--- src/hw/rtl/sac_pkg.sv ---
// sac_pkg: shared constants, codes and the result record of the byte cache
// depends on nothing; used by sac_out_reg and the top level
package sac_pkg;

    localparam int DEF_SETS       = 64;
    localparam int DEF_WAYS       = 4;
    localparam int DEF_LINE_BYTES = 16;
    localparam int DEF_ADDR_BITS  = 32;

    localparam int WORD_W = 32;
    localparam int BYTE_W = 8;

    // input op codes
    localparam logic [1:0] OP_READ  = 2'd0;
    localparam logic [1:0] OP_WRITE = 2'd1;
    localparam logic [1:0] OP_FILL  = 2'd2;

    // result kinds
    localparam logic [1:0] KIND_DONE = 2'd0;
    localparam logic [1:0] KIND_WB   = 2'd1;
    localparam logic [1:0] KIND_REQ  = 2'd2;
    localparam logic [1:0] KIND_WT   = 2'd3;

    typedef struct packed {
        logic [1:0]        kind;
        logic              hit;
        logic [BYTE_W-1:0] read_byte;
        logic [WORD_W-1:0] mem_addr;
        logic [WORD_W-1:0] mem_word;
        logic              last;
    } result_t;

    function automatic int floor_log2(input int n);
        int c;
        int v;
        c = 0;
        v = n;
        while (v > 1) begin
            v = v >> 1;
            c = c + 1;
        end
        return c;
    endfunction

endpackage

--- src/hw/rtl/sac_out_reg.sv ---
// sac_out_reg: output holding register between the cache sequencer and the result stream
// depends on sac_pkg (result_t)
module sac_out_reg (
    input  logic             clk,
    input  logic             rst_n,
    input  logic             load,
    input  sac_pkg::result_t din,
    input  logic             ready,
    output logic             valid,
    output sac_pkg::result_t dout,
    output logic             free
);

    import sac_pkg::*;

    logic    valid_reg;
    result_t data_reg;

    assign free  = !valid_reg || ready;
    assign valid = valid_reg;
    assign dout  = data_reg;

    always_ff @(posedge clk or negedge rst_n)
    begin
        if (!rst_n)
        begin
            valid_reg <= 1'b0;
        end
        else if (load)
        begin
            valid_reg <= 1'b1;
        end
        else if (ready)
        begin
            valid_reg <= 1'b0;
        end
    end

    always_ff @(posedge clk)
    begin
        if (load)
        begin
            data_reg <= din;
        end
    end

endmodule

--- config.mk ---
export PLATFORM = sky130hd
export DESIGN_NAME = sac_out_reg
export DESIGN_NICKNAME = d
export VERILOG_FILES = /design/src/hw/rtl/sac_pkg.sv /design/src/hw/rtl/sac_out_reg.sv
export SDC_FILE = /design/constraint.sdc
export NUM_CORES = 1
export LEC_CHECK = 0
export ABC_AREA = 1
export BUFFER_PORTS_ARGS = -buffer_cell sky130_fd_sc_hd__buf_2
export CAP_MARGIN = 10
export CORE_MARGIN = 2
export CORE_UTILIZATION = 31
export CTS_CLUSTER_SIZE = 12
export DETAILED_ROUTE_END_ITERATION = 6
export GPL_ROUTABILITY_DRIVEN = 0
export GPL_TIMING_DRIVEN = 0
export HOLD_SLACK_MARGIN = 0.1
export SLEW_MARGIN = 25
export SYNTH_ARGS = -nofsm -noshare
export SYNTH_HDL_FRONTEND = slang
export SYNTH_SLANG_ARGS = --single-unit
--- constraint.sdc ---
create_clock -name clk -period 1 [get_ports clk]
set_input_delay 0.05 -clock clk [delete_from_list [all_inputs] [get_ports clk]]
set_output_delay 0.05 -clock clk [all_outputs]
set_load 0.01 [all_outputs]
==> summary.txt <==
Status
  • Outcome: completed

Worst setup path
  • Critical-path cell list: nand2_2, buf_6
  • Worst Reg-to-Reg Cells: 3
  • Logic depth of the worst path, buffers included: 2
  • Endpoint of the worst register-to-register path: valid$_DFFE_PN0P_
  • Slowest stage cell, crit path: dfrtp_1
  • Buffers and inverters on the worst path: 1
  • Startpoint type of the worst setup path: flip-flop
  • Setup slack, reg-to-reg: 290 ps
  • Startpoint of the worst-slack reg-to-reg timing path: valid$_DFFE_PN0P_
  • Kind of capture point of the worst setup path: output pin
  • Delay of the slowest critical-path stage: approximately 390 ps
  • Crit path max-delay family: flip-flops
  • Setup crit end: free
  • Type of the worst setup path: flip-flop to output pin
  • Beginning of the critical path: valid$_DFFE_PN0P_
  • Worst endpoint required time: 950 ps
  • Critical path peak fanout: 2
  • Data arrival time of the worst path: 910 ps

Power and ir drop
  • Leakage Power: 0.00184 µW
  • Power density relative to cell area: 1700 nW/µm²
  • Worst VDD drop: 0.000941 V
  • Total design power: about 7300 µW

Synthesis
  • Post-synthesis cell type with the largest combined area: edfxtp_1
  • Count of state elements after synthesis: 77
  • Count of mapped cells out of synthesis: 81
  • Summed instance area of the synthesized netlist: 2330 µm²
  • Number of synthesized flops with an enable pin: 76
  • Top cells by instance count after synthesis: 76 x edfxtp_1, 2 x inv_1, 2 x nand2_2
  • Portion of synthesized cell area occupied by the leading cell type: approximately 100%
  • Synth cell types: 4
  • Avg Synthesized Cell Area: 28.7 µm²
  • Synth warnings: 0
  • Top cells by area, synth: edfxtp_1 98%, dfrtp_1 1.1%, nand2_2 0.54%
  • Mapped Nets: 161
  • Fraction of synthesis flops using an asynchronous set or reset pin: 1.30%
  • Post-synthesis sequential area ratio: 99.1%
  • Top flip-flop cell by instance count after synthesis: edfxtp_1
  • Most common cell in the synthesized netlist: edfxtp_1

Clock tree
  • CTS buffer count: 9
  • Later-pin clock latency in the skew report: roughly 330 ps
  • Clock-pin slew of the registers on the worst-case setup and hold paths: 80 ps
  • TritonCTS sink count: 77
  • Clock Path Buffers: 2
  • Number of H-tree levels: 3
  • CTS Root Cell: clkbuf_8
  • Clock tree from TritonCTS: built

Floorplanning
  • Number of rows in the core area: 31
  • Count of pins on the block boundary: 158
  • Die Area: 8220 µm²
  • Area of the core: 7250 µm²
  • Horizontal die dimension: 90.6 µm
  • Die span in y: 90.6 µm
  • Initial Util: 32.1%

Timing
  • Transition time at the pin with the least slew margin: roughly 430 ps
  • Setup WS post-layout: 44.5 ps
  • Final clock period utilization by the worst path: 95.5%
  • Final hold violations: 0
  • Max transition margin: 71.6%
  • Count of pins over their slew limit: 0
  • Maximum clock rate: 1050 MHz
  • Setup repair after global routing missed its margin: yes
  • Number of failing setup endpoints in the final timing report: 0
  • Minimum clock period: 955 ps
  • Worst setup skew after layout: 0 ps

Layout
  • Non-filler cells, final: between 400 and 500
  • Fill cell count: 563
  • Growth of design area from synthesis to finish: 83.9%
  • Fin nets: about 410
  • Antenna diode count: 0
  • Layout cells sized above 1: 52.7%
  • Flip-flop count of the largest register, all copies and words added: 76

Global route
  • Overall Global Routing Usage: approximately 15%
  • Number of antenna violations at the first check in global routing: 0
  • Vias in the first global route: ~1900
  • Grt total ovfl: 0
  • Global-route wire length before repair: 9400 µm
  • Maximum number of pins on one net before global-route repair: 47

Drt
  • First-pass iteration count of the detailed router: 4
  • DRT antenna net count: 0
  • Initial detailed-routing violation count: 75
  • Average wire per standard cell: 13.9 µm
  • Average via count per standard cell: 4.00
  • Overall routed net length: 6010 µm
  • Drt drc: 0
  • Detailed-route via count: 1734

Place
  • Detail Placement HPWL: 3740 µm
  • Number of placed instances, taps included: 338
  • Post-Place Worst Slack: -71.3 ps
  • Buffers added on ports: 157

Job
  • Max Cap Violations: 0

Hold path
  • Kind of path behind the tightest hold check: input pin to flip-flop
-- routing by layer --
layer / track usage, % / wire [µm] / vias to the layer above
met5: 0 / 0 / -
met4: 6.41 / 112 / 0
met3: 6.01 / 529 / 10
met2: 26.4 / 3100 / 96
met1: 16.8 / 2260 / 811
li1: - / - / 817
-- through the flow --
stage	hold WS [ps]	util (%)	TNS, ps	cell area [µm²]
after floorplan	-246	-	0	2330
after global placement	-175	44.6	-53490	3240
after detailed placement	-173	44.9	-3120	3260
after CTS	146	59.0	0	4280
after global routing	181	59.0	-22.1	4280
final	169	59.0	0	4280
-- worst min path at each step --
| stage | slack [ps] | to | cells past startpoint | startpoint |
|---|---|---|---|---|
| 6_report | 170 | valid$_DFFE_PN0P_ | 3 | load |
| 5_1_grt | 180 | dout[66]$_DFFE_PP_ | 1 | load |
| 4_1_cts | 150 | valid$_DFFE_PN0P_ | 3 | load |
| 3_5_place_dp | -170 | valid$_DFFE_PN0P_ | 1 | rst_n |
| 3_3_place_gp | -170 | valid$_DFFE_PN0P_ | 1 | rst_n |
| 2_1_floorplan | -250 | valid$_DFFE_PN0P_ | 0 | rst_n |
-- power breakdown --
group	internal, µW	switching (µW)
sequential	3820	63.3
combinational	485	381
clock	1420	1120
-- what timing repair did --
item,4_1_cts,5_1_grt
endpoints found under the setup margin,1,1
buffers inserted,0,1
endpoints found under the hold margin,78,0
hold buffers,79,0
pin swaps,0,1
gates resized for setup,1,1
-- kinds of logic (layout without fill, tap and decap cells) --
logic type,count (synthesis),in the layout,synth area share [%]
AND/OR/NAND/NOR,2,2,0.538
buffers and inverters,2,255,0.323
flip-flops,77,77,99.1
-- tightest hold or removal path, stage by stage --
cell     delay (ps)
buf_4           240
inv_1           110
nand2_2          50
-- cell usage in the layout, fill, tap and decap left out, drive strengths merged --
| cell type | Yosys | final |
|---|---|---|
| buf | 0 | 158 |
| bufinv | 0 | 2 |
| dlygate4sd3 | 0 | 79 |
| clkinv | 0 | 2 |
| dfrtp | 1 | 1 |
| edfxtp | 76 | 76 |
| clkbuf | 0 | 9 |
| inv | 2 | 4 |
| clkinvlp | 0 | 1 |
| nand2 | 2 | 2 |
-- area by class of cell --
class	instances	area, µm²	area share (%)
Multi-Input combinational cell	2	12.5	0.292
Clock inverter	7	97.6	2.28
Timing Repair Buffer	237	1610	37.6
Sequential cell	77	2310	53.9
Inverter	2	7.51	0.175
Clock buffer	9	124	2.89
Tap cell	99	124	2.89
No activity file was read; power rests on OpenSTA's default activity.
